[config.mk]
export PLATFORM = sky130hd
export DESIGN_NAME = elias_gamma_bit_decoder_core
export DESIGN_NICKNAME = d
export VERILOG_FILES = /design/src/rtl/egd_pkg.sv /design/src/rtl/egd_front.sv /design/src/rtl/egd_back.sv /design/src/rtl/elias_gamma_bit_decoder_core.sv
export SDC_FILE = /design/constraint.sdc
export NUM_CORES = 1
export LEC_CHECK = 0
export ABC_AREA = 0
export BUFFER_PORTS_ARGS = -buffer_cell sky130_fd_sc_hd__buf_2
export CORE_MARGIN = 2
export CORE_UTILIZATION = 35
export CTS_BUF_LIST = sky130_fd_sc_hd__clkbuf_8
export DETAILED_ROUTE_END_ITERATION = 12
export REMOVE_ABC_BUFFERS = 1
export SLEW_MARGIN = 5
export SYNTH_ARGS = -nofsm -noshare
export SYNTH_HDL_FRONTEND = slang
export SYNTH_SLANG_ARGS = --single-unit
[constraint.sdc]
create_clock -name clock -period 8.7 [get_ports clock]
set_input_delay 0.435 -clock clock [delete_from_list [all_inputs] [get_ports clock]]
set_output_delay 0.435 -clock clock [all_outputs]
set_load 0.02 [all_outputs]
[src/rtl/egd_pkg.sv]
package egd_pkg;

   localparam int VALUE_WIDTH = 64;
   localparam int ZC_WIDTH    = $clog2(VALUE_WIDTH + 1);
   localparam int BL_WIDTH    = $clog2(VALUE_WIDTH);

   localparam int QUEUE_DEPTH = 2;
   localparam int QPTR_WIDTH  = $clog2(QUEUE_DEPTH);
   localparam int QCNT_WIDTH  = $clog2(QUEUE_DEPTH + 1);

   localparam logic [ZC_WIDTH-1:0]    ZC_LIMIT  = ZC_WIDTH'(VALUE_WIDTH - 1);
   localparam logic [VALUE_WIDTH-1:0] VALUE_ONE = VALUE_WIDTH'(1);
   localparam logic [VALUE_WIDTH-1:0] VALUE_TWO = VALUE_WIDTH'(2);

   localparam logic MAP_RAW    = 1'b0;
   localparam logic MAP_OFFSET = 1'b1;
   localparam logic MAP_RESET  = MAP_OFFSET;

   localparam logic [2:0] LAST_POS = 3'd7;

   typedef struct packed {
      logic [7:0] data;
      logic       clear;
      logic [2:0] start_pos;
      logic       last;
   } item_type;

   typedef struct packed {
      logic     valid;
      item_type item;
   } head_type;

endpackage

[src/rtl/egd_front.sv]
module egd_front (
   input  logic             clock,
   input  logic             reset,
   input  logic             req_valid,
   output logic             req_stall,
   input  logic [7:0]       req_data_byte,
   input  logic             req_restart,
   input  logic [2:0]       req_start_bit_skip,
   input  logic             req_last_byte,
   output egd_pkg::head_type head,
   input  logic             head_pop
);
   import egd_pkg::*;

   item_type              queue_ff [QUEUE_DEPTH];
   logic [QPTR_WIDTH-1:0] wr_ptr_ff, wr_ptr_in;
   logic [QPTR_WIDTH-1:0] rd_ptr_ff, rd_ptr_in;
   logic [QCNT_WIDTH-1:0] count_ff, count_in;
   item_type              item_in;
   logic                  accept;
   logic                  pop;

   assign req_stall = (count_ff == QCNT_WIDTH'(QUEUE_DEPTH));
   assign accept    = req_valid && !req_stall;
   assign pop       = head_pop && (count_ff != '0);

   always_comb begin
      item_in.data      = req_data_byte;
      item_in.clear     = req_restart;
      item_in.start_pos = req_restart ? req_start_bit_skip : 3'd0;
      item_in.last      = req_last_byte;
   end

   always_comb begin
      wr_ptr_in = accept ? wr_ptr_ff + 1'b1 : wr_ptr_ff;
      rd_ptr_in = pop ? rd_ptr_ff + 1'b1 : rd_ptr_ff;
      count_in  = count_ff + QCNT_WIDTH'(accept) - QCNT_WIDTH'(pop);
   end

   always_ff @(posedge clock) begin
      if (reset) begin
         wr_ptr_ff <= '0;
         rd_ptr_ff <= '0;
         count_ff  <= '0;
      end else begin
         wr_ptr_ff <= wr_ptr_in;
         rd_ptr_ff <= rd_ptr_in;
         count_ff  <= count_in;
      end
   end

   always_ff @(posedge clock) begin
      if (accept) begin
         queue_ff[wr_ptr_ff] <= item_in;
      end
   end

   assign head.valid = (count_ff != '0);
   assign head.item  = queue_ff[rd_ptr_ff];

endmodule

[src/rtl/egd_back.sv]
module egd_back (
   input  logic                            clock,
   input  logic                            reset,
   input  logic                            map_mode,
   input  egd_pkg::head_type               head,
   output logic                            head_pop,
   output logic                            rsp_valid,
   input  logic                            rsp_stall,
   output logic [egd_pkg::VALUE_WIDTH-1:0] rsp_value,
   output logic                            rsp_is_delimiter,
   output logic                            rsp_overflow_error,
   output logic                            rsp_last_of_run
);
   import egd_pkg::*;

   logic                   reading_ff, reading_in;
   logic [ZC_WIDTH-1:0]    zc_ff, zc_in;
   logic [BL_WIDTH-1:0]    bl_ff, bl_in;
   logic [VALUE_WIDTH-1:0] acc_ff, acc_in;
   logic                   started_ff;
   logic [2:0]             pos_ff;

   logic                   pend_valid_ff;
   logic                   pend_end_ff;
   logic [VALUE_WIDTH-1:0] pend_value_ff;
   logic                   pend_delim_ff;
   logic                   pend_ovf_ff;

   logic                   out_valid_ff;
   logic [VALUE_WIDTH-1:0] out_value_ff;
   logic                   out_delim_ff;
   logic                   out_ovf_ff;
   logic                   out_last_ff;

   logic                   fresh_clear;
   logic                   cur_reading;
   logic [ZC_WIDTH-1:0]    cur_zc, zc_inc;
   logic [BL_WIDTH-1:0]    cur_bl, bl_dec;
   logic [VALUE_WIDTH-1:0] cur_acc, acc_shift;
   logic [2:0]             eff_pos;
   logic                   data_bit;
   logic                   emit;
   logic                   code_ovf;
   logic [VALUE_WIDTH-1:0] code_value;
   logic [VALUE_WIDTH-1:0] map_value;
   logic                   map_delim;
   logic                   end_of_byte;
   logic                   out_free;
   logic                   push;
   logic                   can_go;
   logic                   step;

   always_comb begin
      fresh_clear = !started_ff && head.item.clear;
      cur_reading = fresh_clear ? 1'b0 : reading_ff;
      cur_zc      = fresh_clear ? '0 : zc_ff;
      cur_bl      = fresh_clear ? '0 : bl_ff;
      cur_acc     = fresh_clear ? '0 : acc_ff;
      eff_pos     = started_ff ? pos_ff : head.item.start_pos;
      data_bit    = head.item.data[LAST_POS - eff_pos];
      end_of_byte = (eff_pos == LAST_POS);
      zc_inc      = cur_zc + 1'b1;
      bl_dec      = cur_bl - 1'b1;
      acc_shift   = {cur_acc[VALUE_WIDTH-2:0], data_bit};
   end

   always_comb begin
      reading_in = cur_reading;
      zc_in      = cur_zc;
      bl_in      = cur_bl;
      acc_in     = cur_acc;
      emit       = 1'b0;
      code_ovf   = 1'b0;
      code_value = '0;
      if (!cur_reading) begin
         if (!data_bit) begin
            if (zc_inc > ZC_LIMIT) begin
               emit     = 1'b1;
               code_ovf = 1'b1;
               zc_in    = '0;
            end else begin
               zc_in = zc_inc;
            end
         end else if (cur_zc == '0) begin
            emit       = 1'b1;
            code_value = VALUE_ONE;
         end else begin
            reading_in = 1'b1;
            bl_in      = cur_zc[BL_WIDTH-1:0];
            acc_in     = VALUE_ONE;
         end
      end else begin
         if (bl_dec == '0) begin
            emit       = 1'b1;
            code_value = acc_shift;
            reading_in = 1'b0;
            zc_in      = '0;
            bl_in      = '0;
            acc_in     = '0;
         end else begin
            acc_in = acc_shift;
            bl_in  = bl_dec;
         end
      end
      if (end_of_byte && head.item.last) begin
         reading_in = 1'b0;
         zc_in      = '0;
         bl_in      = '0;
         acc_in     = '0;
      end
   end

   always_comb begin
      map_delim = 1'b0;
      if (code_ovf) begin
         map_value = '0;
      end else if (map_mode == MAP_OFFSET) begin
         if (code_value == VALUE_ONE) begin
            map_value = '1;
            map_delim = 1'b1;
         end else begin
            map_value = code_value - VALUE_TWO;
         end
      end else begin
         map_value = code_value;
      end
   end

   assign out_free = !out_valid_ff || !rsp_stall;
   assign push     = pend_valid_ff && out_free && (pend_end_ff || (head.valid && emit));
   assign can_go   = !emit || !pend_valid_ff || push;
   assign step     = head.valid && can_go;
   assign head_pop = step && end_of_byte;

   always_ff @(posedge clock) begin
      if (reset) begin
         reading_ff <= 1'b0;
         zc_ff      <= '0;
         bl_ff      <= '0;
         acc_ff     <= '0;
         started_ff <= 1'b0;
         pos_ff     <= '0;
      end else if (step) begin
         reading_ff <= reading_in;
         zc_ff      <= zc_in;
         bl_ff      <= bl_in;
         acc_ff     <= acc_in;
         started_ff <= !end_of_byte;
         pos_ff     <= eff_pos + 1'b1;
      end
   end

   always_ff @(posedge clock) begin
      if (reset) begin
         pend_valid_ff <= 1'b0;
         pend_end_ff   <= 1'b0;
      end else if (step && emit) begin
         pend_valid_ff <= 1'b1;
         pend_end_ff   <= end_of_byte;
      end else if (push) begin
         pend_valid_ff <= 1'b0;
      end else if (step && end_of_byte && pend_valid_ff) begin
         pend_end_ff <= 1'b1;
      end
   end

   always_ff @(posedge clock) begin
      if (step && emit) begin
         pend_value_ff <= map_value;
         pend_delim_ff <= map_delim;
         pend_ovf_ff   <= code_ovf;
      end
   end

   always_ff @(posedge clock) begin
      if (reset) begin
         out_valid_ff <= 1'b0;
      end else if (push) begin
         out_valid_ff <= 1'b1;
      end else if (!rsp_stall) begin
         out_valid_ff <= 1'b0;
      end
   end

   always_ff @(posedge clock) begin
      if (push) begin
         out_value_ff <= pend_value_ff;
         out_delim_ff <= pend_delim_ff;
         out_ovf_ff   <= pend_ovf_ff;
         out_last_ff  <= pend_end_ff;
      end
   end

   assign rsp_valid          = out_valid_ff;
   assign rsp_value          = out_value_ff;
   assign rsp_is_delimiter   = out_delim_ff;
   assign rsp_overflow_error = out_ovf_ff;
   assign rsp_last_of_run    = out_last_ff;

endmodule

[src/rtl/elias_gamma_bit_decoder_core.sv]
// Elias gamma decoder: takes one compressed byte per word on the req_ channel and walks its
// bits from the most significant down, one bit per clock while a waiting result does not stall
// the walker, skipping the first start_bit_skip bits of a restart byte; a two-word queue in front of the
// walker takes new bytes while it works. Each completed code becomes one word on the rsp_
// channel, at most one per cycle; a result waits in a one-word holding register until the next
// code of its byte completes or the last bit of its byte is walked, so that last_of_run can be
// set on the final result of its byte, and a byte that completes no code gives no word. Write
// map_mode through the csr_ port only while the block is idle.
module elias_gamma_bit_decoder_core (
   input  logic                            clock,
   input  logic                            reset,
   input  logic                            csr_valid,
   output logic                            csr_ready,
   input  logic                            csr_map_mode,
   input  logic                            req_valid,
   output logic                            req_stall,
   input  logic [7:0]                      req_data_byte,
   input  logic                            req_restart,
   input  logic [2:0]                      req_start_bit_skip,
   input  logic                            req_last_byte,
   output logic                            rsp_valid,
   input  logic                            rsp_stall,
   output logic [egd_pkg::VALUE_WIDTH-1:0] rsp_value,
   output logic                            rsp_is_delimiter,
   output logic                            rsp_overflow_error,
   output logic                            rsp_last_of_run
);
   import egd_pkg::*;

   logic     map_mode_ff;
   head_type head;
   logic     head_pop;

   assign csr_ready = 1'b1;

   always_ff @(posedge clock) begin
      if (reset) begin
         map_mode_ff <= MAP_RESET;
      end else if (csr_valid && csr_ready) begin
         map_mode_ff <= csr_map_mode;
      end
   end

   egd_front u_front (
      .clock              (clock),
      .reset              (reset),
      .req_valid          (req_valid),
      .req_stall          (req_stall),
      .req_data_byte      (req_data_byte),
      .req_restart        (req_restart),
      .req_start_bit_skip (req_start_bit_skip),
      .req_last_byte      (req_last_byte),
      .head               (head),
      .head_pop           (head_pop)
   );

   egd_back u_back (
      .clock              (clock),
      .reset              (reset),
      .map_mode           (map_mode_ff),
      .head               (head),
      .head_pop           (head_pop),
      .rsp_valid          (rsp_valid),
      .rsp_stall          (rsp_stall),
      .rsp_value          (rsp_value),
      .rsp_is_delimiter   (rsp_is_delimiter),
      .rsp_overflow_error (rsp_overflow_error),
      .rsp_last_of_run    (rsp_last_of_run)
   );

   a_ovf_zero: assert property (@(posedge clock) disable iff (reset)
      rsp_valid && rsp_overflow_error |-> rsp_value == '0)
      else $error("overflow word with nonzero value");

   a_delim_ones: assert property (@(posedge clock) disable iff (reset)
      rsp_valid && rsp_is_delimiter |-> rsp_value == '1 && !rsp_overflow_error)
      else $error("delimiter word malformed");

   a_delim_mode: assert property (@(posedge clock) disable iff (reset)
      rsp_valid && rsp_is_delimiter |-> map_mode_ff == MAP_OFFSET)
      else $error("delimiter in raw mode");

   a_reset_idle: assert property (@(posedge clock)
      !reset && $past(reset) |-> !rsp_valid)
      else $error("result word straight after reset");

endmodule

==> results list <==
- Mux share of post-synthesis cell area: 0.01821
- Worst-Skew Late Latency: ~0.6 ns
- Fraction of registers with async set or reset after synthesis: 0
- Gr usage total: 0.1657
- Maximum achievable frequency: between 150 and 200 MHz
- Count of yosys warnings during synthesis: 0
- At the worst endpoint, the required time is about 9 ns.
- Flops & latches, synth: approximately 250
* Worst ir drop on vdd: between 150 and 200 uV
- Inst Count DP: 1,518
- Portion of the clock cycle consumed by the worst path in the final layout: 0.6092
- Post-detailed-route via-to-cell ratio: between 5 and 6
* FP Rows: 66
- For this run, the slowest stage of the critical path takes ~1.1 ns.
- The run finished with clean final reports.
- Of the post-synthesis cell area, the dominant cell type holds 0.4136.
- Before antenna repair, the detailed router went through 5 iterations.
- Die area: approximately 34,000 um^2
* DRC marker count from the first detailed-route iteration: roughly 690
- The smallest clock period supported by the final layout is computed as between 5 and 6 ns.
- Counting flops with a built-in enable in the synthesized netlist gives about 160.
* Antenna Nets Post-Route: 0
- Endpoint kind of the worst setup timing path: flop
- Counting distinct cell types in the post-synthesis netlist gives 76.
* Clock tree from TritonCTS: yes
* RD Place Congestion: roughly 0.92
- The number of slew-limit violations in the final report came to 0.
- Starting density of the core: 0.3548
* Most used flip-flop cell after synthesis: edfxtp_1
* Count of placed standard cells in the final layout, fillers left out: 1,600
- Vertical die dimension: between 150 and 200 um
* Number of CTS-inserted buffers: 44
- Biggest area contributors in the synthesized netlist: edfxtp_1, dfxtp_1, a22o_1, o21ai_0, nand2_1
- The number of antenna diodes in the final layout is 0.
- For this run, design rule violations remaining after detail routing come to 0.
- The synthesized design spends more area on one cell type than any other, namely edfxtp_1.
- Antenna violations before repair: 0
* Leakage power: between 0.004 and 0.005 uW
* Worst-case clock skew: approximately 0.054 ns
* Synth Area in Adders: 0.01084
- The clock passes through at most 3 buffers.
- Summed over all layers, the routed wires come to ~29,000 um.
* Parity-gate share of the synthesized area counting xor and xnor cells: 0.02124
* Total congestion overflow after global routing: 0
* Synth Area in Compound Gates: 0.1940
- Final sum of negative setup slack: 0 ns
- The critical path goes through mux2i_1, or2_0, and2_1, inv_1, ha_1, nor2_1, a31oi_1, or4b_2, o21ai_2, a21oi_2, nand3_1, o21ai_0.
- Setup repair after global routing missed its margin: false
- Clock tree root buffer cell: clkbuf_8
- Data arrival, critical path: 5.56 ns
* Final count of negative-setup-slack endpoints: 0
* Cell area after layout: roughly 13,000 um^2
- The total area inside the core boundary comes to ~33,000 um^2.
- Dividing the detail-routed wire length by the instance count gives 17.87 um.
* Synth-to-Final Area Change: 14.76%
- In the final design database the tool counted 1,151 nets.
* Area of placed instances: about 12,000 um^2
- Clock-pin slew was measured on the worst setup and hold paths at ~0.06 ns.
- The H-tree was split into 2 levels.
- Detailed placement HPWL: roughly 18,000 um
- Of all nets on the critical path, the largest fanout is 31.
* Critical path class: flop to flop
* Fraction of layout instances using a drive strength above 1: 0.1779
- Cell at the slowest stage of the critical path: or4b_2
* Slew @ Worst Pin: 1.212 ns
* Reported max-cap violation count: 0
- Of the synthesized area, sequential elements account for 0.5697.
- For this design, the sink count on the clock tree is 249.
- Counting every instance in the synthesized netlist gives approximately 1.1k.
- Dividing the synthesized area by the synthesized cell count gives between 10 and 15 um^2.
- The hold violation count in the final report came to 0.
- Largest net degree at the start of global routing: 86
* Combinational family with the most area after synthesis: compound AO/OA/AOI/OAI gates
* Horizontal die dimension: between 150 and 200 um
- Hold Crit Class: input pin to flop
- Post-cts repair resize count: 0
- Simple-gate area share of the yosys netlist: 0.1503
- STA classifies the critical path startpoint as a flop.
- After clock tree synthesis, the setup repair step added 0 buffers.
* I/O pin cnt: 89
* Area of the mapped netlist: ~12,000 um^2
- Vias post-DR: just under 9k
* # port buffers: 87
- The first global-routing pass estimated around 45,000 um of wire.
- In this run, post-CTS hold repair placed 0 buffers.
* Max transition margin: 0.1894
- Vias in the first global route: about 8.4k
* P per Cell Area: approximately 270 nW/um^2
## critical path: cells and delay by family (launching register included)
| kind | cells | cell delay (ns) |
|---|---|---|
| AOI/OAI and AO/OA | 4 | 1.07 |
| adders and majority gates | 1 | 0.24 |
| buffers and inverters | 1 | 0.05 |
| DFF | 1 | 0.74 |
| and+or+nand+nor | 5 | 2.55 |
| muxes | 1 | 0.32 |
## cell families after synthesis
kind of cell | Yosys count
xor+xnor | 28
buf+inv | 95
other cells | 1
flops | 249
mux | 20
simple gates | 337
compound gates | 319
fa+ha+maj | 10
## final timing paths
check | depth (start not counted) | from | slack [ns] | to
worst max-delay path | 12 | flop | 3.40 | u_back.pend_value_ff[37]$_SDFFCE_PP0P_
worst min register to register | 0 | u_back.pend_value_ff[59]$_SDFFCE_PP0P_ | 0.37 | u_back.rsp_value[59]$_DFFE_PP_
worst min-delay path | 1 | req_data_byte[5] | 0.06 | u_front.queue_ff[1][10]$_DFFE_PP_
worst max register to register | 12 | flop | 3.40 | u_back.pend_value_ff[37]$_SDFFCE_PP0P_
## flip-flops by register name, summed over array words and instances, names as in the netlist, named ones only
| register | flops |
|---|---|
| u_front.queue_ff | 26 |
| u_back.started_ff | 1 |
| u_back.rsp_overflow_error | 1 |
| u_back.rsp_valid | 1 |
| map_mode_ff | 1 |
| u_back.reading_ff | 1 |
| u_back.rsp_is_delimiter | 1 |
| u_back.acc_ff | 63 |
| u_back.rsp_last_of_run | 1 |
| u_back.pend_ovf_ff | 1 |
| u_back.pend_value_ff | 64 |
| u_front.count_ff | 2 |
| u_back.bl_ff | 6 |
| u_front.wr_ptr_ff | 1 |
| u_back.pend_valid_ff | 1 |
| u_back.pend_delim_ff | 1 |
| u_back.pend_end_ff | 1 |
| u_front.rd_ptr_ff | 1 |
| u_back.zc_ff | 7 |
| u_back.pos_ff | 3 |
| u_back.rsp_value | 64 |
## cells in the final DEF, fill, tap and decap left out, types with 15 or more instances in the layout
master,n
edfxtp_1,159
nand2_1,97
dfxtp_1,90
buf_2,87
o21ai_0,79
nor2_1,69
a22o_1,61
a21oi_1,50
clkbuf_8,45
nor3_1,29
nand3_1,26
inv_1,24
or3_1,21
xnor2_1,18
o211ai_1,18
nor4_1,16
or4_1,15
## report_power, final
part	internal [uW]	switching (uW)
logic	243	548
registers	1510	101
clock network	670	502
total	2420	1150
## through the flow
stage / worst slack [ns] / power [uW] / hold WS [ns] / util
final: 3.400 / 3575 / 0.05844 / 0.4072
after global routing: 2.920 / 3764 / 0.04175 / 0.4072
after CTS: 3.417 / 3609 / 0.03401 / 0.4072
after detailed placement: 3.384 / 2426 / 0.4045 / 0.3779
after global placement: 3.621 / 2412 / 0.4023 / 0.3779
after floorplan: -3.835 / 2159 / 0.4003 / -
## routing by layer
layer | GRT usage | up-vias | routed length, um
li1 | - | 4197 | -
met4 | 0.06362 | 0 | 812
met2 | 0.2731 | 304 | 13500
met1 | 0.2168 | 4273 | 12600
met5 | 0 | - | 0
met3 | 0.03013 | 64 | 1679
## final cells by class
type / instances / area (um^2)
fill: 3240 / 19290
sequential: 249 / 6576
multi-input combinational: 715 / 4594
clock buffer: 45 / 619.3
tap: 442 / 553.0
timing repair buffer: 98 / 518.0
clock inverter: 37 / 334.1
inverter: 14 / 52.55
## cell usage after synthesis, drive strengths merged, types with 7 or more instances
master and number:
a211oi 10, a21oi 54, a22o 61, a31oi 11, and2 8, buf 28
clkbuf 53, dfxtp 90, edfxtp 159, ha 10, inv 14, mux2i 15
nand2 97, nand2b 8, nand3 26, nor2 70, nor3 32, nor4 21
o211ai 18, o21a 7, o21ai 85, o311ai 7, o31ai 7, o41ai 7
or2 11, or3 21, or4 15, xnor2 18, xor2 10
Power figures use the tool's default switching activity.
